**src/sv/assert_macros.svh**
```systemverilog
// Assertion macros shared by the clamp-point-into-quad RTL.
`ifndef ASSERT_MACROS_SVH
`define ASSERT_MACROS_SVH

// Implication checked every cycle outside reset.
`define CPQ_ASSERT_IMPL(lbl, ante, cons, msg) \
    lbl: assert property (@(posedge i_clk) disable iff (!i_rst_n) (ante) |-> (cons)) \
        else $error(msg);

// Consequence checked in the cycle after the antecedent.
`define CPQ_ASSERT_NEXT(lbl, ante, cons, msg) \
    lbl: assert property (@(posedge i_clk) disable iff (!i_rst_n) (ante) |=> (cons)) \
        else $error(msg);

`endif

```
**src/sv/cpq_pkg.sv**
```systemverilog
// Package: widths, types and codes of the clamp-point-into-quad pipeline.
`default_nettype none
package cpq_pkg;
    localparam int CPQ_W         = 24;
    localparam int DIFF_W        = CPQ_W + 1;
    localparam int PROD_W        = 2 * CPQ_W + 2;
    localparam int SUM_W         = 2 * CPQ_W + 3;
    localparam int DEN_W         = 2 * CPQ_W + 2;
    localparam int NUMU_W        = 2 * CPQ_W + 1;
    localparam int MAG_W         = CPQ_W + 1;
    localparam int Q_W           = CPQ_W + 1;
    localparam int DVS_W         = DEN_W + 1;
    localparam int REM_W         = 3 * CPQ_W + 3;
    localparam int DIST_W        = 2 * CPQ_W + 3;
    localparam int FRONT_STAGES  = 5;
    localparam int BACK_STAGES   = 4;
    localparam int DIV_STAGES    = Q_W;

    typedef logic signed [CPQ_W-1:0] t_coord;

    typedef enum logic [1:0] {
        SEL_A,
        SEL_B,
        SEL_DIV
    } t_sel;

    typedef struct packed {
        logic           qv;
        logic           is_in;
        t_coord         px;
        t_coord         py;
        t_coord [3:0]   cx;
        t_coord [3:0]   cy;
        t_sel   [3:0]   sel;
        logic   [3:0]   negx;
        logic   [3:0]   negy;
    } t_side;

    typedef struct packed {
        logic [REM_W-1:0] rem;
        logic [DVS_W-1:0] dvs;
        logic [Q_W-1:0]   q;
    } t_lane;
endpackage
`default_nettype wire

```
**src/sv/clamp_point_into_quad_top.sv**
```systemverilog
// Top level: clamps a point into a quadrilateral through a fully pipelined datapath.
// One point enters and one result leaves per clock unless the output stalls; the stages
// are 5 front, 25 divider and 4 back (34 in all). The divider resolves one quotient
// bit per stage on eight lanes (x and y of each edge), and that chain sets the depth.
// Every stage holds its item independently, so a stalled output lets the pipeline fill
// its empty stages and keep taking input until all 34 are full.
`default_nettype none
`include "assert_macros.svh"
module clamp_point_into_quad_top import cpq_pkg::*; (
    input  logic   i_clk,
    input  logic   i_rst_n,
    input  logic   i_valid,
    output logic   o_ready,
    input  logic   i_quad_valid,
    input  t_coord i_point_x,
    input  t_coord i_point_y,
    input  t_coord i_corner0_x,
    input  t_coord i_corner0_y,
    input  t_coord i_corner1_x,
    input  t_coord i_corner1_y,
    input  t_coord i_corner2_x,
    input  t_coord i_corner2_y,
    input  t_coord i_corner3_x,
    input  t_coord i_corner3_y,
    output logic   o_valid,
    input  logic   i_ready,
    output t_coord o_clamped_x,
    output t_coord o_clamped_y,
    output logic   o_was_inside
);
    localparam int DEPTH = FRONT_STAGES + DIV_STAGES + BACK_STAGES;
    localparam int CNT_W = $clog2(DEPTH + 1);

    t_coord [3:0] w_cx, w_cy;
    t_side        w_side  [DIV_STAGES+1];
    t_lane [7:0]  w_lanes [DIV_STAGES+1];
    logic         w_v     [DIV_STAGES+1];
    logic         w_rdy   [DIV_STAGES+1];

    assign w_cx = {i_corner3_x, i_corner2_x, i_corner1_x, i_corner0_x};
    assign w_cy = {i_corner3_y, i_corner2_y, i_corner1_y, i_corner0_y};

    cpq_front u_front (
        .i_clk   (i_clk),
        .i_rst_n (i_rst_n),
        .i_valid (i_valid),
        .o_ready (o_ready),
        .i_qv    (i_quad_valid),
        .i_px    (i_point_x),
        .i_py    (i_point_y),
        .i_cx    (w_cx),
        .i_cy    (w_cy),
        .o_valid (w_v[0]),
        .i_ready (w_rdy[0]),
        .o_side  (w_side[0]),
        .o_lanes (w_lanes[0])
    );

    for (genvar k = 0; k < DIV_STAGES; k++) begin : g_div
        cpq_div_stage #(
            .BIT (Q_W - 1 - k)
        ) u_div (
            .i_clk   (i_clk),
            .i_rst_n (i_rst_n),
            .i_valid (w_v[k]),
            .o_ready (w_rdy[k]),
            .i_side  (w_side[k]),
            .i_lanes (w_lanes[k]),
            .o_valid (w_v[k+1]),
            .i_ready (w_rdy[k+1]),
            .o_side  (w_side[k+1]),
            .o_lanes (w_lanes[k+1])
        );
    end

    cpq_back u_back (
        .i_clk        (i_clk),
        .i_rst_n      (i_rst_n),
        .i_valid      (w_v[DIV_STAGES]),
        .o_ready      (w_rdy[DIV_STAGES]),
        .i_side       (w_side[DIV_STAGES]),
        .i_lanes      (w_lanes[DIV_STAGES]),
        .o_valid      (o_valid),
        .i_ready      (i_ready),
        .o_clamped_x  (o_clamped_x),
        .o_clamped_y  (o_clamped_y),
        .o_was_inside (o_was_inside)
    );

    logic [CNT_W-1:0] r_inflight;
    logic [CNT_W-1:0] n_inflight;

    always_comb begin
        n_inflight = r_inflight;
        if (i_valid && o_ready) begin
            n_inflight = n_inflight + CNT_W'(1);
        end
        if (o_valid && i_ready) begin
            n_inflight = n_inflight - CNT_W'(1);
        end
    end

    always_ff @(posedge i_clk) begin
        if (!i_rst_n) begin
            r_inflight <= '0;
        end else begin
            r_inflight <= n_inflight;
        end
    end

    `CPQ_ASSERT_IMPL(a_depth_bound, 1'b1, r_inflight <= CNT_W'(DEPTH), "more transfers in flight than stages")
    `CPQ_ASSERT_IMPL(a_no_phantom, r_inflight == '0, !o_valid, "result without a pending transfer")
endmodule
`default_nettype wire

```
**src/sv/cpq_front.sv**
```systemverilog
// Front pipeline: edge differences, products, containment test and divider setup.
`default_nettype none
`include "assert_macros.svh"
module cpq_front import cpq_pkg::*; (
    input  logic          i_clk,
    input  logic          i_rst_n,
    input  logic          i_valid,
    output logic          o_ready,
    input  logic          i_qv,
    input  t_coord        i_px,
    input  t_coord        i_py,
    input  t_coord [3:0]  i_cx,
    input  t_coord [3:0]  i_cy,
    output logic          o_valid,
    input  logic          i_ready,
    output t_side         o_side,
    output t_lane [7:0]   o_lanes
);
    logic [FRONT_STAGES-1:0] r_v;
    logic [FRONT_STAGES-1:0] adv;

    always_comb begin
        adv[FRONT_STAGES-1] = !r_v[FRONT_STAGES-1] || i_ready;
        for (int k = FRONT_STAGES - 2; k >= 0; k--) begin
            adv[k] = !r_v[k] || adv[k+1];
        end
    end

    always_ff @(posedge i_clk) begin
        if (!i_rst_n) begin
            r_v <= '0;
        end else begin
            if (adv[0]) begin
                r_v[0] <= i_valid;
            end
            for (int k = 1; k < FRONT_STAGES; k++) begin
                if (adv[k]) begin
                    r_v[k] <= r_v[k-1];
                end
            end
        end
    end

    assign o_ready = adv[0];
    assign o_valid = r_v[FRONT_STAGES-1];

    // stage 1: differences
    logic signed [DIFF_W-1:0] n1_abx [4], n1_aby [4], n1_pax [4], n1_pay [4];
    logic signed [DIFF_W-1:0] n1_pcx [4], n1_dyc [4], n1_exc [4], n1_eyc [4];
    logic [3:0]               n1_str;
    t_side                    n1_s;
    logic signed [DIFF_W-1:0] r1_abx [4], r1_aby [4], r1_pax [4], r1_pay [4];
    logic signed [DIFF_W-1:0] r1_pcx [4], r1_dyc [4], r1_exc [4], r1_eyc [4];
    logic [3:0]               r1_str;
    t_side                    r1_s;

    always_comb begin
        n1_s        = '0;
        n1_s.qv     = i_qv;
        n1_s.px     = i_px;
        n1_s.py     = i_py;
        n1_s.cx     = i_cx;
        n1_s.cy     = i_cy;
        for (int e = 0; e < 4; e++) begin
            n1_abx[e] = $signed(i_cx[2'(e + 1)]) - $signed(i_cx[e]);
            n1_aby[e] = $signed(i_cy[2'(e + 1)]) - $signed(i_cy[e]);
            n1_pax[e] = $signed(i_px) - $signed(i_cx[e]);
            n1_pay[e] = $signed(i_py) - $signed(i_cy[e]);
            n1_pcx[e] = $signed(i_px) - $signed(i_cx[e]);
            n1_dyc[e] = $signed(i_cy[2'(e + 3)]) - $signed(i_cy[e]);
            n1_exc[e] = $signed(i_cx[2'(e + 3)]) - $signed(i_cx[e]);
            n1_eyc[e] = $signed(i_py) - $signed(i_cy[e]);
            n1_str[e] = ($signed(i_cy[e]) > $signed(i_py))
                     != ($signed(i_cy[2'(e + 3)]) > $signed(i_py));
        end
    end

    always_ff @(posedge i_clk) begin
        if (adv[0]) begin
            r1_abx <= n1_abx;
            r1_aby <= n1_aby;
            r1_pax <= n1_pax;
            r1_pay <= n1_pay;
            r1_pcx <= n1_pcx;
            r1_dyc <= n1_dyc;
            r1_exc <= n1_exc;
            r1_eyc <= n1_eyc;
            r1_str <= n1_str;
            r1_s   <= n1_s;
        end
    end

    // stage 2: products
    logic signed [PROD_W-1:0] n2_xx [4], n2_yy [4], n2_nx [4], n2_ny [4];
    logic signed [PROD_W-1:0] n2_lhs [4], n2_rhs [4];
    logic [MAG_W-1:0]         n2_mx [4], n2_my [4];
    logic [3:0]               n2_dpos;
    t_side                    n2_s;
    logic signed [PROD_W-1:0] r2_xx [4], r2_yy [4], r2_nx [4], r2_ny [4];
    logic signed [PROD_W-1:0] r2_lhs [4], r2_rhs [4];
    logic [MAG_W-1:0]         r2_mx [4], r2_my [4];
    logic [3:0]               r2_dpos;
    logic [3:0]               r2_str;
    t_side                    r2_s;

    always_comb begin
        n2_s = r1_s;
        for (int e = 0; e < 4; e++) begin
            n2_xx[e]     = r1_abx[e] * r1_abx[e];
            n2_yy[e]     = r1_aby[e] * r1_aby[e];
            n2_nx[e]     = r1_pax[e] * r1_abx[e];
            n2_ny[e]     = r1_pay[e] * r1_aby[e];
            n2_lhs[e]    = r1_pcx[e] * r1_dyc[e];
            n2_rhs[e]    = r1_exc[e] * r1_eyc[e];
            n2_dpos[e]   = r1_dyc[e] > 0;
            n2_s.negx[e] = r1_abx[e][DIFF_W-1];
            n2_s.negy[e] = r1_aby[e][DIFF_W-1];
            n2_mx[e]     = r1_abx[e][DIFF_W-1] ? MAG_W'(-r1_abx[e]) : MAG_W'(r1_abx[e]);
            n2_my[e]     = r1_aby[e][DIFF_W-1] ? MAG_W'(-r1_aby[e]) : MAG_W'(r1_aby[e]);
        end
    end

    always_ff @(posedge i_clk) begin
        if (adv[1]) begin
            r2_xx   <= n2_xx;
            r2_yy   <= n2_yy;
            r2_nx   <= n2_nx;
            r2_ny   <= n2_ny;
            r2_lhs  <= n2_lhs;
            r2_rhs  <= n2_rhs;
            r2_mx   <= n2_mx;
            r2_my   <= n2_my;
            r2_dpos <= n2_dpos;
            r2_str  <= r1_str;
            r2_s    <= n2_s;
        end
    end

    // stage 3: sums, classification, crossing parity
    logic [DEN_W-1:0]  n3_den [4];
    logic [NUMU_W-1:0] n3_num [4];
    t_side             n3_s;
    logic [DEN_W-1:0]  r3_den [4];
    logic [NUMU_W-1:0] r3_num [4];
    logic [MAG_W-1:0]  r3_mx [4], r3_my [4];
    t_side             r3_s;

    always_comb begin
        logic signed [SUM_W-1:0] dsum;
        logic signed [SUM_W-1:0] nsum;
        logic                    acc;
        n3_s = r2_s;
        acc  = 1'b0;
        for (int e = 0; e < 4; e++) begin
            dsum      = SUM_W'(r2_xx[e]) + SUM_W'(r2_yy[e]);
            nsum      = SUM_W'(r2_nx[e]) + SUM_W'(r2_ny[e]);
            n3_den[e] = dsum[DEN_W-1:0];
            n3_num[e] = nsum[NUMU_W-1:0];
            if (dsum == 0 || nsum <= 0) begin
                n3_s.sel[e] = SEL_A;
            end else if (nsum >= dsum) begin
                n3_s.sel[e] = SEL_B;
            end else begin
                n3_s.sel[e] = SEL_DIV;
            end
            if (r2_str[e] && (r2_dpos[e] ? (r2_lhs[e] < r2_rhs[e])
                                         : (r2_rhs[e] < r2_lhs[e]))) begin
                acc = !acc;
            end
        end
        n3_s.is_in = acc;
    end

    always_ff @(posedge i_clk) begin
        if (adv[2]) begin
            r3_den <= n3_den;
            r3_num <= n3_num;
            r3_mx  <= r2_mx;
            r3_my  <= r2_my;
            r3_s   <= n3_s;
        end
    end

    // stage 4: magnitude times numerator, split in two partial products
    logic [PROD_W-1:0]  n4_plx [4], n4_ply [4];
    logic [2*CPQ_W:0]   n4_phx [4], n4_phy [4];
    logic [PROD_W-1:0]  r4_plx [4], r4_ply [4];
    logic [2*CPQ_W:0]   r4_phx [4], r4_phy [4];
    logic [DEN_W-1:0]   r4_den [4];
    t_side              r4_s;

    always_comb begin
        for (int e = 0; e < 4; e++) begin
            n4_plx[e] = r3_mx[e] * r3_num[e][CPQ_W:0];
            n4_ply[e] = r3_my[e] * r3_num[e][CPQ_W:0];
            n4_phx[e] = r3_mx[e] * r3_num[e][NUMU_W-1:CPQ_W+1];
            n4_phy[e] = r3_my[e] * r3_num[e][NUMU_W-1:CPQ_W+1];
        end
    end

    always_ff @(posedge i_clk) begin
        if (adv[3]) begin
            r4_plx <= n4_plx;
            r4_ply <= n4_ply;
            r4_phx <= n4_phx;
            r4_phy <= n4_phy;
            r4_den <= r3_den;
            r4_s   <= r3_s;
        end
    end

    // stage 5: dividend and divisor for round-half-up quotient
    t_lane [7:0] n5_lanes;
    t_lane [7:0] r5_lanes;
    t_side       r5_s;

    always_comb begin
        for (int e = 0; e < 4; e++) begin
            n5_lanes[2*e].rem   = (((REM_W'(r4_phx[e]) << MAG_W) + REM_W'(r4_plx[e])) << 1)
                                + REM_W'(r4_den[e]);
            n5_lanes[2*e+1].rem = (((REM_W'(r4_phy[e]) << MAG_W) + REM_W'(r4_ply[e])) << 1)
                                + REM_W'(r4_den[e]);
            n5_lanes[2*e].dvs   = {r4_den[e], 1'b0};
            n5_lanes[2*e+1].dvs = {r4_den[e], 1'b0};
            n5_lanes[2*e].q     = '0;
            n5_lanes[2*e+1].q   = '0;
        end
    end

    always_ff @(posedge i_clk) begin
        if (adv[4]) begin
            r5_lanes <= n5_lanes;
            r5_s     <= r4_s;
        end
    end

    assign o_side  = r5_s;
    assign o_lanes = r5_lanes;

    `CPQ_ASSERT_NEXT(a_front_load, i_valid && o_ready, r_v[0], "accepted transfer not loaded")
endmodule
`default_nettype wire

```
**src/sv/cpq_div_stage.sv**
```systemverilog
// One restoring-division stage: resolves one quotient bit on all eight lanes.
`default_nettype none
module cpq_div_stage import cpq_pkg::*; #(
    parameter int BIT = 0
) (
    input  logic         i_clk,
    input  logic         i_rst_n,
    input  logic         i_valid,
    output logic         o_ready,
    input  t_side        i_side,
    input  t_lane [7:0]  i_lanes,
    output logic         o_valid,
    input  logic         i_ready,
    output t_side        o_side,
    output t_lane [7:0]  o_lanes
);
    logic        r_v;
    logic        adv;
    t_lane [7:0] n_lanes;
    t_lane [7:0] r_lanes;
    t_side       r_side;

    assign adv     = !r_v || i_ready;
    assign o_ready = adv;
    assign o_valid = r_v;

    always_comb begin
        logic [REM_W-1:0] sh;
        n_lanes = i_lanes;
        for (int l = 0; l < 8; l++) begin
            sh = REM_W'(i_lanes[l].dvs) << BIT;
            if (i_lanes[l].rem >= sh) begin
                n_lanes[l].rem    = i_lanes[l].rem - sh;
                n_lanes[l].q[BIT] = 1'b1;
            end
        end
    end

    always_ff @(posedge i_clk) begin
        if (!i_rst_n) begin
            r_v <= 1'b0;
        end else if (adv) begin
            r_v <= i_valid;
        end
    end

    always_ff @(posedge i_clk) begin
        if (adv) begin
            r_lanes <= n_lanes;
            r_side  <= i_side;
        end
    end

    assign o_side  = r_side;
    assign o_lanes = r_lanes;
endmodule
`default_nettype wire

```
**src/sv/cpq_back.sv**
```systemverilog
// Back pipeline: edge candidates, squared distances, nearest pick and output register.
`default_nettype none
module cpq_back import cpq_pkg::*; (
    input  logic         i_clk,
    input  logic         i_rst_n,
    input  logic         i_valid,
    output logic         o_ready,
    input  t_side        i_side,
    input  t_lane [7:0]  i_lanes,
    output logic         o_valid,
    input  logic         i_ready,
    output t_coord       o_clamped_x,
    output t_coord       o_clamped_y,
    output logic         o_was_inside
);
    logic [BACK_STAGES-1:0] r_v;
    logic [BACK_STAGES-1:0] adv;

    always_comb begin
        adv[BACK_STAGES-1] = !r_v[BACK_STAGES-1] || i_ready;
        for (int k = BACK_STAGES - 2; k >= 0; k--) begin
            adv[k] = !r_v[k] || adv[k+1];
        end
    end

    always_ff @(posedge i_clk) begin
        if (!i_rst_n) begin
            r_v <= '0;
        end else begin
            if (adv[0]) begin
                r_v[0] <= i_valid;
            end
            for (int k = 1; k < BACK_STAGES; k++) begin
                if (adv[k]) begin
                    r_v[k] <= r_v[k-1];
                end
            end
        end
    end

    assign o_ready = adv[0];
    assign o_valid = r_v[BACK_STAGES-1];

    // stage 1: candidate on each edge
    t_coord n1_cx [4], n1_cy [4];
    t_coord r1_cx [4], r1_cy [4];
    t_side  r1_s;

    always_comb begin
        logic signed [CPQ_W+1:0] offx;
        logic signed [CPQ_W+1:0] offy;
        logic signed [CPQ_W+1:0] sumx;
        logic signed [CPQ_W+1:0] sumy;
        for (int e = 0; e < 4; e++) begin
            offx = i_side.negx[e] ? -$signed({1'b0, i_lanes[2*e].q})
                                  :  $signed({1'b0, i_lanes[2*e].q});
            offy = i_side.negy[e] ? -$signed({1'b0, i_lanes[2*e+1].q})
                                  :  $signed({1'b0, i_lanes[2*e+1].q});
            sumx = $signed(i_side.cx[e]) + offx;
            sumy = $signed(i_side.cy[e]) + offy;
            unique case (i_side.sel[e])
                SEL_A: begin
                    n1_cx[e] = i_side.cx[e];
                    n1_cy[e] = i_side.cy[e];
                end
                SEL_B: begin
                    n1_cx[e] = i_side.cx[2'(e + 1)];
                    n1_cy[e] = i_side.cy[2'(e + 1)];
                end
                SEL_DIV: begin
                    n1_cx[e] = sumx[CPQ_W-1:0];
                    n1_cy[e] = sumy[CPQ_W-1:0];
                end
                default: begin
                    n1_cx[e] = i_side.cx[e];
                    n1_cy[e] = i_side.cy[e];
                end
            endcase
        end
    end

    always_ff @(posedge i_clk) begin
        if (adv[0]) begin
            r1_cx <= n1_cx;
            r1_cy <= n1_cy;
            r1_s  <= i_side;
        end
    end

    // stage 2: squared offsets
    logic [PROD_W-1:0] n2_sx [4], n2_sy [4];
    logic [PROD_W-1:0] r2_sx [4], r2_sy [4];
    t_coord            r2_cx [4], r2_cy [4];
    t_side             r2_s;

    always_comb begin
        logic signed [DIFF_W-1:0] dx;
        logic signed [DIFF_W-1:0] dy;
        logic signed [PROD_W-1:0] px2;
        logic signed [PROD_W-1:0] py2;
        for (int e = 0; e < 4; e++) begin
            dx       = $signed(r1_cx[e]) - $signed(r1_s.px);
            dy       = $signed(r1_cy[e]) - $signed(r1_s.py);
            px2      = dx * dx;
            py2      = dy * dy;
            n2_sx[e] = px2;
            n2_sy[e] = py2;
        end
    end

    always_ff @(posedge i_clk) begin
        if (adv[1]) begin
            r2_sx <= n2_sx;
            r2_sy <= n2_sy;
            r2_cx <= r1_cx;
            r2_cy <= r1_cy;
            r2_s  <= r1_s;
        end
    end

    // stage 3: distances and pairwise pick, earlier edge wins ties
    logic [DIST_W-1:0] n3_d [2];
    t_coord            n3_x [2], n3_y [2];
    logic [DIST_W-1:0] r3_d [2];
    t_coord            r3_x [2], r3_y [2];
    t_side             r3_s;

    always_comb begin
        logic [DIST_W-1:0] edist [4];
        for (int e = 0; e < 4; e++) begin
            edist[e] = DIST_W'(r2_sx[e]) + DIST_W'(r2_sy[e]);
        end
        for (int p = 0; p < 2; p++) begin
            if (edist[2*p+1] < edist[2*p]) begin
                n3_d[p] = edist[2*p+1];
                n3_x[p] = r2_cx[2*p+1];
                n3_y[p] = r2_cy[2*p+1];
            end else begin
                n3_d[p] = edist[2*p];
                n3_x[p] = r2_cx[2*p];
                n3_y[p] = r2_cy[2*p];
            end
        end
    end

    always_ff @(posedge i_clk) begin
        if (adv[2]) begin
            r3_d <= n3_d;
            r3_x <= n3_x;
            r3_y <= n3_y;
            r3_s <= r2_s;
        end
    end

    // stage 4: final pick and output register
    t_coord n4_x, n4_y;
    logic   n4_in;
    t_coord r4_x, r4_y;
    logic   r4_in;

    always_comb begin
        n4_in = !r3_s.qv || r3_s.is_in;
        if (n4_in) begin
            n4_x = r3_s.px;
            n4_y = r3_s.py;
        end else if (r3_d[1] < r3_d[0]) begin
            n4_x = r3_x[1];
            n4_y = r3_y[1];
        end else begin
            n4_x = r3_x[0];
            n4_y = r3_y[0];
        end
    end

    always_ff @(posedge i_clk) begin
        if (adv[3]) begin
            r4_x  <= n4_x;
            r4_y  <= n4_y;
            r4_in <= n4_in;
        end
    end

    assign o_clamped_x  = r4_x;
    assign o_clamped_y  = r4_y;
    assign o_was_inside = r4_in;
endmodule
`default_nettype wire
```
**config.mk**
```make
export PLATFORM = sky130hd
export DESIGN_NAME = clamp_point_into_quad_top
export DESIGN_NICKNAME = d
export VERILOG_FILES = /design/src/sv/cpq_pkg.sv /design/src/sv/clamp_point_into_quad_top.sv /design/src/sv/cpq_front.sv /design/src/sv/cpq_div_stage.sv /design/src/sv/cpq_back.sv
export VERILOG_INCLUDE_DIRS = /design/src /design/src/sv
export SDC_FILE = /design/constraint.sdc
export NUM_CORES = 1
export LEC_CHECK = 0
export ABC_CLOCK_PERIOD_IN_PS = 6600
export BUFFER_PORTS_ARGS = -buffer_cell sky130_fd_sc_hd__buf_2
export CAP_MARGIN = 40
export CORE_ASPECT_RATIO = 1.4
export CORE_MARGIN = 10
export CORE_UTILIZATION = 30
export CTS_BUF_LIST = sky130_fd_sc_hd__clkbuf_8
export DETAILED_ROUTE_END_ITERATION = 6
export GPL_TIMING_DRIVEN = 1
export HOLD_SLACK_MARGIN = 0.1
export SLEW_MARGIN = 20
export SYNTH_ARGS = -nofsm -noshare
export SYNTH_HDL_FRONTEND = slang
export SYNTH_SLANG_ARGS = --single-unit
export TNS_END_PERCENT = 1
```
**constraint.sdc**
```tcl
create_clock -name i_clk -period 6.6 [get_ports i_clk]
set_clock_uncertainty 0.1 [all_clocks]
set_input_delay 0.66 -clock i_clk [delete_from_list [all_inputs] [get_ports i_clk]]
set_output_delay 0.66 -clock i_clk [all_outputs]
set_load 0.1 [all_outputs]
```
==> results of run 1 <==
-- timing repair --
action	CTS	global route
resized for setup	0	0
hold buffers	50	1
endpoints found under the hold margin	51	2
-- layer usage --
layer | track usage [%] | up-vias | wire (um)
li1 | - | 8164 | -
met1 | 4.97 | 7943 | 18300
met2 | 9.23 | 376 | 26000
met3 | 1.88 | 143 | 3130
met4 | 3.06 | 0 | 1510
met5 | 0 | - | 0
-- stage by stage --
stage	hold WS, ps	cell area [um^2]
3_3_place_gp	300	54000
6_report	304	58700
5_1_grt	288	58700
4_1_cts	270	58700
3_5_place_dp	305	54300
2_1_floorplan	300	50500
-- registers in the layout (all words and copies together), names as in the netlist, 24 cells and up --
name	cells
u_front.n3_s	48
u_back.o_clamped_x	24
u_front.r3_s	48
u_front.r4_s	48
u_back.r2_s	48
g_div.u_div.o_valid	25
u_back.r3_s	48
u_back.o_clamped_y	24
u_front.o_side	48
u_back.r1_s	48
g_div.u_div.o_side	1200
u_front.n2_s	48
-- power by group --
| group | internal (mW) | switching (mW) |
|---|---|---|
| clock network | 3.27 | 3.31 |
| logic | 0.0428 | 0.136 |
| registers | 12.1 | 0.127 |
| total | 15.4 | 3.57 |
-- cell usage in the layout, fill, tap and decap left out, types with 16 or more instances in the layout --
master         synthesis  final
dfxtp_1               34     34
buf_4                  1     21
nand2_1               30     21
inv_1                 18    113
clkinv_1               0     49
dlygate4sd3_1          0     51
buf_12                 0     16
buf_2                  2    101
clkbuf_8               0    233
edfxtp_1            1632   1632
-- worst max-delay path, stage by stage --
cell	delay, ps
dlygate4sd3_1	540
buf_2	160
nor2b_4	160
inv_2	150
or4_1	840
nor3_2	280
buf_4	250
nand4_1	290
buf_2	400
-- cell families (layout without fill, tap and decap cells) --
family,count (synthesis),in the layout,share of synthesized area (%)
AND/OR/NAND/NOR,85,85,0.907
flip-flops,1666,1666,98.4
buffers and inverters,27,602,0.213
other,1,1,0.00743
AO/OA/AOI/OAI,34,34,0.441
-- area by class of cell --
cell class	instances	area, um^2	share of cell area [%]
flip-flops and latches	1666	49700	84.7
clock buffers	233	3210	5.46
repair buffers	189	1490	2.55
well taps	2250	2820	4.80
clock inverters	161	667	1.14
inverters	19	71.3	0.122
multi-input cells	120	752	1.28
-- path summary, 6_finish.rpt --
check                                                     startpoint                                    to  depth (start not counted)
worst max-delay path                                         i_ready                               o_ready                          9
worst min register to register  g_div[2].u_div.o_side[215]$_DFFE_PP_  g_div[3].u_div.o_side[215]$_DFFE_PP_                          0
worst max register to register            u_back.r_v[3]$_SDFFE_PN0P_           u_front.n2_s[228]$_DFFE_PP_                          7
worst min-delay path            g_div[2].u_div.o_side[215]$_DFFE_PP_  g_div[3].u_div.o_side[215]$_DFFE_PP_                          0
==> results.tsv, run 1 <==
metric	value	unit
CTS tree	yes	
RSZ-0062 raised after global routing	no	
Congestion Overflow GR	0	
Layout Nets	2464	
Initial Util	30.1	%
area of the die	185000	um^2
Distinct cells, synth	32	
cell row count	178	
worst slew pin tran	727	ps
postcts setup bufs	0	
TritonCTS Buffers	223	
Critical Path AT	3750	ps
type of the worst setup path	primary input to output port	
total power	19.0	mW
Area contributors post-synth	edfxtp_1 97%, dfxtp_1 1.3%, nand2_1 0.22%	
VDD IR-drop max	201	uV
io pins	296	
Via Count	16600	
DRC	0	
R2R setup slack	3340	ps
Max clock buf depth	3	
Pleak	20.9	nW
Worst Path Max Fanout	11	
Main synth FF type	edfxtp_1	
Post-Syn Instances	1813	
crit end category	output port	
fin crit share	68.3	%
worst path required time	5840	ps
min Tclk post-route	4510	ps
max-slew violation count	0	
Post-synth top cells	1632 x edfxtp_1, 34 x dfxtp_1, 30 x nand2_1	
Total Neg Setup Slack	0	ps
Routed Antenna Nets	0	
DR iter-0 viols	863	
Max Clk Rate	222	MHz
first-pass GRT wire length	80700	um
Ys Warns	0	
Slew headroom	51.2	%
leading area contributor after synthesis	edfxtp_1	
PD cells	324	nW/um^2
wire per inst	10.6	um
total wire length	49000	um
register bit count reported by yosys	1666	
outcome	finished clean	
final worst slack	2090	ps
Die Y	505	um
total inserted antenna cells	0	
largest net degree at the start of global routing	50	
Die Span X	367	um
first drt pass iteration count	5	
Placed Cells incl. Taps	4191	
RD Place Congestion	0.694	
Fillers	15000	
sequential element share of the synthesized area	98.4	%
Core Area	168000	um^2
initial antenna violation count	0	
Synth Area per Inst	27.8	um^2
Total GRT Usage	5.13	%
clock slew at reported path FFs	60	ps
final hold violation count	0	
H-tree Lvls	4	
PortBufs	101	
vias in the first global route	17400	
Vias per Instance	3.58	
Post-Synthesis Cell Area	50500	um^2
async set-reset flop share out of synthesis	0	%
Clk Latency, worst-skew pair	800	ps
most numerous cell in the Yosys netlist	edfxtp_1	
final setup fails	0	
CP startpoint kind	primary input	
Post-synth EDFFs	1632	
Setup WS pre-CTS	2520	ps
share of cells above drive strength 1	17.4	%
Yosys top cell area share	97.1	%
min-delay worst type	flip-flop to flip-flop	
Max Cap Viol	0	
root buf cell	clkbuf_8	
# clock sinks	1666	
area grow syn2layout	16.3	%
Mapped Nets	2058	
post-route insts no fill	4638	
Detail Placement HPWL	28000	um
fin util	35.0	%
(Power assumes the default switching activity.)
==> run 2: changes to the inputs <==
--- a/config.mk
+++ b/config.mk
@@ -6,7 +6,7 @@
 export SDC_FILE = /design/constraint.sdc
 export NUM_CORES = 1
 export LEC_CHECK = 0
-export ABC_CLOCK_PERIOD_IN_PS = 6600
+export ABC_CLOCK_PERIOD_IN_PS = 3850
 export BUFFER_PORTS_ARGS = -buffer_cell sky130_fd_sc_hd__buf_2
 export CAP_MARGIN = 40
 export CORE_ASPECT_RATIO = 1.4
==> constraint.sdc (replaced) <==
create_clock -name i_clk -period 3.85 [get_ports i_clk]
set_clock_uncertainty 0.1 [all_clocks]
set_input_delay 0.385 -clock i_clk [delete_from_list [all_inputs] [get_ports i_clk]]
set_output_delay 0.385 -clock i_clk [all_outputs]
set_load 0.1 [all_outputs]
==> run 2 against run 1 <==
Global-route usage is 0.24 points higher. Clock power increased by 73%. Non-clock buffer count rose by 53. First-iteration DRC count down 13%. Total power up 72%. Die area stayed put. Worst setup slack worse by 1700 ps. Via count up 2.2%. Clock-buffer cell count up 4. Critical path type is now flip-flop to output port. Largest cell class unchanged. Largest power group unchanged.
==> results.tsv, run 2 (same netlist as run 1, synthesis figures left out) <==
metric	value	unit	change
CTS tree	yes		unchanged
CP max stage cell	or4_4		was or4_1
clock slew at reported path FFs	70	ps	was 60 ps
Detail Placement HPWL	28600	um	was 28000 um
Slew headroom	50.3	%	was 51.2%
Core Area	168000	um^2	unchanged
Crit. Startpoint	u_back.r_v[2]$_SDFFE_PN0P_		was i_ready
Via Count	17000		was 16600
Total Neg Setup Slack	0	ps	unchanged
H-tree Lvls	4		unchanged
R2R Path Start	u_back.r_v[2]$_SDFFE_PN0P_		was u_back.r_v[3]$_SDFFE_PN0P_
Layout Nets	2521		was 2464
io pins	296		unchanged
Crit path max-delay family	simple AND/OR/NAND/NOR gates		unchanged
Congestion Overflow GR	0		unchanged
most common cell after layout, fill and taps aside	edfxtp_1		unchanged
Pleak	21.1	nW	was 20.9 nW
min-delay src	g_div[13].u_div.o_side[255]$_DFFE_PP_		was g_div[2].u_div.o_side[215]$_DFFE_PP_
Die Span X	367	um	unchanged
fin crit share	89.7	%	
area grow syn2layout	17.3	%	was 16.3%
first-pass GRT wire length	84000	um	was 80700 um
share of cells above drive strength 1	17.8	%	was 17.4%
total inserted antenna cells	0		unchanged
WP buf/inv	2		was 5
min Tclk post-route	3450	ps	
post-route insts no fill	4705		was 4638
total wire length	50900	um	was 49000 um
DR iter-0 viols	755		was 863
Worst Path Max Fanout	7		was 11
first drt pass iteration count	5		unchanged
final setup fails	0		unchanged
final hold violation count	0		unchanged
initial antenna violation count	1		was 0
Critical Path AT	2970	ps	was 3750 ps
DRC	0		unchanged
PortBufs	101		unchanged
largest net degree at the start of global routing	52		was 50
root buf cell	clkbuf_8		unchanged
Vias per Instance	3.61		was 3.58
outcome	finished clean		unchanged
Routed Antenna Nets	0		unchanged
area of the die	185000	um^2	unchanged
VDD IR-drop max	377	uV	was 201 uV
Clk Latency, worst-skew pair	820	ps	was 800 ps
worst slew pin tran	739	ps	was 727 ps
# clock sinks	1666		unchanged
Max Cap Viol	0		unchanged
crit end category	output port		unchanged
vias in the first global route	17900		was 17400
Placed Cells incl. Taps	4192		was 4191
TritonCTS Buffers	227		was 223
Die Y	505	um	unchanged
total power	32.8	mW	was 19.0 mW
max FFs per register	1200		unchanged
critical path's largest stage delay	710	ps	was 840 ps
CP startpoint kind	flip-flop		was primary input
RSZ-0062 raised after global routing	no		unchanged
PD cells	554	nW/um^2	was 324 nW/um^2
worst path required time	3370	ps	was 5840 ps
critical path cell sequence	nand4_1, or4_4, nor3_4, nand4_1, buf_4, buf_4		was dlygate4sd3_1, buf_2, nor2b_4, inv_2, or4_1, nor3_2, buf_4, nand4_1, buf_2
RD Place Congestion	0.682		was 0.694
type of the worst setup path	flip-flop to output port		was primary input to output port
Total GRT Usage	5.37	%	was 5.13%
Initial Util	30.1	%	unchanged
max-slew violation count	0		unchanged
min-delay worst type	flip-flop to flip-flop		unchanged
wire per inst	10.8	um	was 10.6 um
Max clock buf depth	3		unchanged
Max Clk Rate	290	MHz	
commonest non-fill, non-tap cells in the layout	1632 x edfxtp_1, 237 x clkbuf_8, 111 x inv_1, 101 x dlygate4sd3_1, 100 x buf_2		was 1632 x edfxtp_1, 233 x clkbuf_8, 113 x inv_1, 101 x buf_2, 51 x dlygate4sd3_1
cell row count	178		unchanged
run 2: cell types whose count changed in the layout (fill, tap and decap cells not counted), sizes merged:
cell | before | now
clkbuf | 233 | 237
buf | 138 | 141
bufinv | 1 | 0
clkinvlp | 5 | 4
dlygate4sd3 | 51 | 101
inv | 115 | 117
clkinv | 59 | 69
run 2: area by class of cell:
| class | instances | area, um^2 |
|---|---|---|
| repair buffers | 242 | 1890 |
| clock inverters | 171 | 711 |
| flip-flops and latches | 1666 | 49700 |
| multi-input cells | 120 | 768 |
| clock buffers | 237 | 3260 |
| fillers | 15100 | 108000 |
| inverters | 19 | 78.8 |
| well taps | 2250 | 2820 |
run 2: final timing paths:
kind / slack [ps] / cells after the start / endpoint
worst max-delay path: 400 / 6 / o_ready
worst min-delay path: 300 / 0 / g_div[14].u_div.o_side[255]$_DFFE_PP_
worst max register to register: 1090 / 6 / u_front.o_side[255]$_DFFE_PP_
worst min register to register: 300 / 0 / g_div[14].u_div.o_side[255]$_DFFE_PP_
run 2: what timing repair did:
action,in CTS,in global routing
hold buffers,101,0
pin swaps,2,1
gates resized for setup,1,0
setup buffers,2,1
endpoints found under the setup margin,1,1
hold endpoints to repair,142,0
run 2: layer usage:
metal,up-vias,routed length (um),global-route usage (%)
met1,8211,18500,5.06
met5,-,0,0
met2,393,27700,9.92
li1,8273,-,-
met4,0,1260,2.89
met3,118,3440,2.05
run 2: where the power goes:
part           switching (mW)  leakage, nW  internal, mW
Sequential              0.221         17.6          20.8
Clock                    5.76         2.39          5.66
Combinational           0.243         1.20         0.106
run 2: metrics by stage:
stage	utilization (%)	hold WS [ps]	area (um^2)	worst slack, ps
2_1_floorplan	-	300	50500	-1400
3_3_place_gp	32.3	300	54100	790
3_5_place_dp	32.3	305	54200	765
4_1_cts	35.3	283	59200	22.5
5_1_grt	35.3	285	59200	196
6_report	35.3	298	59200	396
==> run 3: changes to the inputs <==
--- a/config.mk
+++ b/config.mk
@@ -6,6 +6,7 @@
 export SDC_FILE = /design/constraint.sdc
 export NUM_CORES = 1
 export LEC_CHECK = 0
+export ABC_AREA = 1
 export ABC_CLOCK_PERIOD_IN_PS = 3850
 export BUFFER_PORTS_ARGS = -buffer_cell sky130_fd_sc_hd__buf_2
 export CAP_MARGIN = 40
@@ -14,7 +15,7 @@
 export CORE_UTILIZATION = 30
 export CTS_BUF_LIST = sky130_fd_sc_hd__clkbuf_8
 export DETAILED_ROUTE_END_ITERATION = 6
-export GPL_TIMING_DRIVEN = 1
+export GPL_TIMING_DRIVEN = 0
 export HOLD_SLACK_MARGIN = 0.1
 export SLEW_MARGIN = 20
 export SYNTH_ARGS = -nofsm -noshare
==> run 3 against run 2 <==
The run now ends with negative setup slack left. Sequential share of layout area down 0.76 points. Final area up 0.92%. Register-to-register slack worse by 1000 ps. Worst setup slack worse by 680 ps. Worst hold slack worse by 89 ps. Area after synthesis down 0.11%. Final cell count up 0.28%. Sequential power about the same. Synthesized cell count down 1.3%. Critical endpoint unchanged. Largest power group unchanged.
==> results.tsv, run 3 <==
metric	value	unit	change
critical path cell sequence	nand3_4, nor2_4, nand4_4, nor2_4, nand4_4, nor2_4, nand4_4, nor2_4, nand4_4, nor2_4, nand4_4, nor2_4, nand4_4, nor2_4, nand4_4, nor2_8, nand4_4, buf_12		was nand4_1, or4_4, nor3_4, nand4_1, buf_4, buf_4
Vias per Instance	3.55		was 3.61
WP depth	18		was 6
Slew headroom	57.7	%	was 50.3%
min-delay worst type	primary input to flip-flop		was flip-flop to flip-flop
DRC	0		unchanged
Pleak	21.7	nW	was 21.1 nW
violated checks	negative setup slack		
outcome	finished with violations		was finished clean
Post-Syn Instances	1789		was 1813
vias in the first global route	18000		was 17900
final worst slack	-284	ps	was 396 ps
clock slew at reported path FFs	60	ps	was 70 ps
Worst Path Max Fanout	3		was 7
commonest non-fill, non-tap cells in the layout	1632 x edfxtp_1, 233 x clkbuf_8, 141 x inv_1, 101 x dlygate4sd3_1, 100 x buf_2		was 1632 x edfxtp_1, 237 x clkbuf_8, 111 x inv_1, 101 x dlygate4sd3_1, 100 x buf_2
Mapped Nets	2034		was 2058
Post-Synthesis Cell Area	50400	um^2	was 50500 um^2
Crit path max-delay family	simple AND/OR/NAND/NOR gates		unchanged
Placed Cells incl. Taps	4172		was 4192
Crit. Startpoint	u_back.r_v[2]$_SDFFE_PN0P_		unchanged
Total GRT Usage	5.50	%	was 5.37%
clock share of power	34.6	%	was 34.8%
most used routing layer	met2		unchanged
leading area contributor after synthesis	edfxtp_1		unchanged
Comb power frac	1.1	%	about the same
type of the worst setup path	flip-flop to output port		unchanged
met3 GRT Util	2.02	%	was 2.05%
Via Count	16800		was 17000
final setup fails	1		was 0
PortBufs	101		unchanged
max-slew violation count	0		unchanged
PD cells	546	nW/um^2	was 554 nW/um^2
Worst R2R End	u_front.n3_s[229]$_DFFE_PP_		was u_front.o_side[255]$_DFFE_PP_
Ys Warns	0		unchanged
RD Place Congestion	0.638		was 0.682
Post-synth top cells	1632 x edfxtp_1, 42 x inv_1, 34 x dfxtp_1		was 1632 x edfxtp_1, 34 x dfxtp_1, 30 x nand2_1
max FFs per register	1200		unchanged
Die Y	505	um	about the same
Sw Ratio	19.0	%	about the same
most common cell after layout, fill and taps aside	edfxtp_1		unchanged
TritonCTS Buffers	225		was 227
Routed Antenna Nets	0		unchanged
Die Span X	367	um	about the same
Max clock buf depth	3		unchanged
Seq pwr share	64.4	%	was 64.1%
Post-synth EDFFs	1632		unchanged
CP startpoint kind	flip-flop		unchanged
fin crit share	107	%	was 89.7%
WP buf/inv	1		was 2
R2R Path Start	u_back.r_v[2]$_SDFFE_PN0P_		unchanged
async set-reset flop share out of synthesis	0	%	unchanged
wire per inst	11.0	um	was 10.8 um
Congestion Overflow GR	0		unchanged
critical path's largest stage delay	350	ps	was 710 ps
worst setup path endpoint	o_ready		unchanged
RSZ-0062 raised after global routing	yes		was no
most numerous cell in the Yosys netlist	edfxtp_1		unchanged
share of cells above drive strength 1	19.4	%	was 17.8%
CTS tree	yes		unchanged
Clk Latency, worst-skew pair	820	ps	about the same
first-pass GRT wire length	84900	um	was 84000 um
Critical Path AT	3650	ps	was 2970 ps
CP max stage cell	dfxtp_4		was or4_4
Detail Placement HPWL	27800	um	was 28600 um
initial antenna violation count	0		was 1
crit end category	output port		unchanged
area of the die	185000	um^2	about the same
final hold violation count	0		unchanged
io pins	296		unchanged
Main synth FF type	edfxtp_1		unchanged
Layout Nets	2537		was 2521
largest net degree at the start of global routing	36		was 52
register bit count reported by yosys	1666		unchanged
H-tree Lvls	4		unchanged
Distinct cells, synth	18		was 32
Max Cap Viol	0		unchanged
Max Clk Rate	242	MHz	was 290 MHz
Initial Util	30.1	%	about the same
first drt pass iteration count	4		was 5
total wire length	52000	um	was 50900 um
VDD IR-drop max	324	uV	was 377 uV
worst slew pin tran	634	ps	was 739 ps
# clock sinks	1666		unchanged
Internal	26.5	mW	was 26.6 mW
root buf cell	clkbuf_8		unchanged
R2R setup slack	80	ps	was 1090 ps
NetSw	6.19	mW	was 6.22 mW
met1 usage	4.86	%	was 5.06%
Fillers	15000		was 15100
Core Area	168000	um^2	unchanged
Most Frequent Cell on Critical Path	nand4_4		
Worst Reg-to-Reg Cells	19		was 6
sequential element share of the synthesized area	98.5	%	was 98.4%
Yosys top cell area share	97.2	%	was 97.1%
area grow syn2layout	18.5	%	was 17.3%
cell row count	178		unchanged
Area contributors post-synth	edfxtp_1 97%, dfxtp_1 1.3%, nand4_4 0.34%		was edfxtp_1 97%, dfxtp_1 1.3%, nand2_1 0.22%
worst path required time	3370	ps	about the same
total inserted antenna cells	0		unchanged
post-route insts no fill	4718		was 4705
min Tclk post-route	4130	ps	was 3450 ps
Synth Area per Inst	28.2	um^2	was 27.8 um^2
DR iter-0 viols	743		was 755
grt met2 use	10.6	%	was 9.92%
Design Area, Final	59800	um^2	was 59200 um^2
placed inst area	54400	um^2	was 54200 um^2
-- run 3: per-stage QoR --
stage	utilization (%)	hold WS, ps	TNS [ps]	total power [mW]	setup slack (ps)
2_1_floorplan	-	300	-3610030	21.5	-5170
3_3_place_gp	32.1	300	-5050420	21.6	-6650
3_5_place_dp	32.4	305	-2260230	21.7	-4520
4_1_cts	35.6	112	-72000	33.2	-982
5_1_grt	35.6	224	-17760	34.1	-623
6_report	35.6	209	-284	32.7	-284
-- run 3: worst min path at each step --
stage	cells after the start	slack [ps]	start	end
after floorplan	0	300	u_front.o_side[208]$_DFFE_PP_	g_div[0].u_div.o_side[208]$_DFFE_PP_
after global placement	0	300	u_front.n2_s[238]$_DFFE_PP_	u_front.n3_s[238]$_DFFE_PP_
after detailed placement	0	300	u_front.o_side[211]$_DFFE_PP_	g_div[0].u_div.o_side[211]$_DFFE_PP_
after CTS	4	110	i_ready	u_back.r_v[2]$_SDFFE_PN0P_
after global routing	4	220	i_valid	u_front.r_v[0]$_SDFFE_PN0P_
final	4	210	i_ready	u_back.r_v[2]$_SDFFE_PN0P_
-- run 3: kinds of logic after synthesis --
kind of cell    Yosys count  share of synthesized area [%]
simple gates             48                          0.806
other cells               1                        0.00744
compound gates           27                          0.293
buf+inv                  47                          0.357
flops                  1666                           98.5
-- run 3: worst register-to-register path, delay by kind of cell (launching register included) --
family	cells	cell delay, ps
buf+inv	2	520
simple gates	17	2530
flops	1	350
-- run 3: final cells by class --
class | count | area [um^2] | share of cell area [%]
multi-input combinational | 81 | 641 | 1.07
clock buffer | 233 | 3210 | 5.37
inverter | 43 | 164 | 0.274
sequential | 1666 | 49700 | 83.2
clock inverter | 170 | 701 | 1.17
buffer | 4 | 18.8 | 0.0314
tap | 2250 | 2820 | 4.71
timing repair buffer | 271 | 2520 | 4.22
-- run 3: what timing repair did --
action / CTS / global route
endpoints found under the hold margin: 77 / 0
setup endpoints to repair: 1030 / 341
gates cloned: 10 / 0
pin swaps: 14 / 9
hold buffers: 101 / 0
resized for setup: 7 / 0
buffers inserted: 26 / 9
-- run 3: power groups by stage --
stage	sequential, mW	clock, mW	combinational (mW)
CTS	21.0	11.8	0.345
finish	21.0	11.3	0.350
floorplan	21.5	0	0.0125
global route	21.1	12.6	0.363
global placement	21.3	0	0.267
detailed placement	21.4	0	0.267
-- run 3: routing by layer --
layer | wire, um | share of wire (%) | vias to the layer above
li1 | - | - | 8240
met1 | 18300 | 35 | 8070
met2 | 29400 | 56 | 337
met3 | 2960 | 5.7 | 124
met4 | 1390 | 2.7 | 0
met5 | 0 | 0 | -
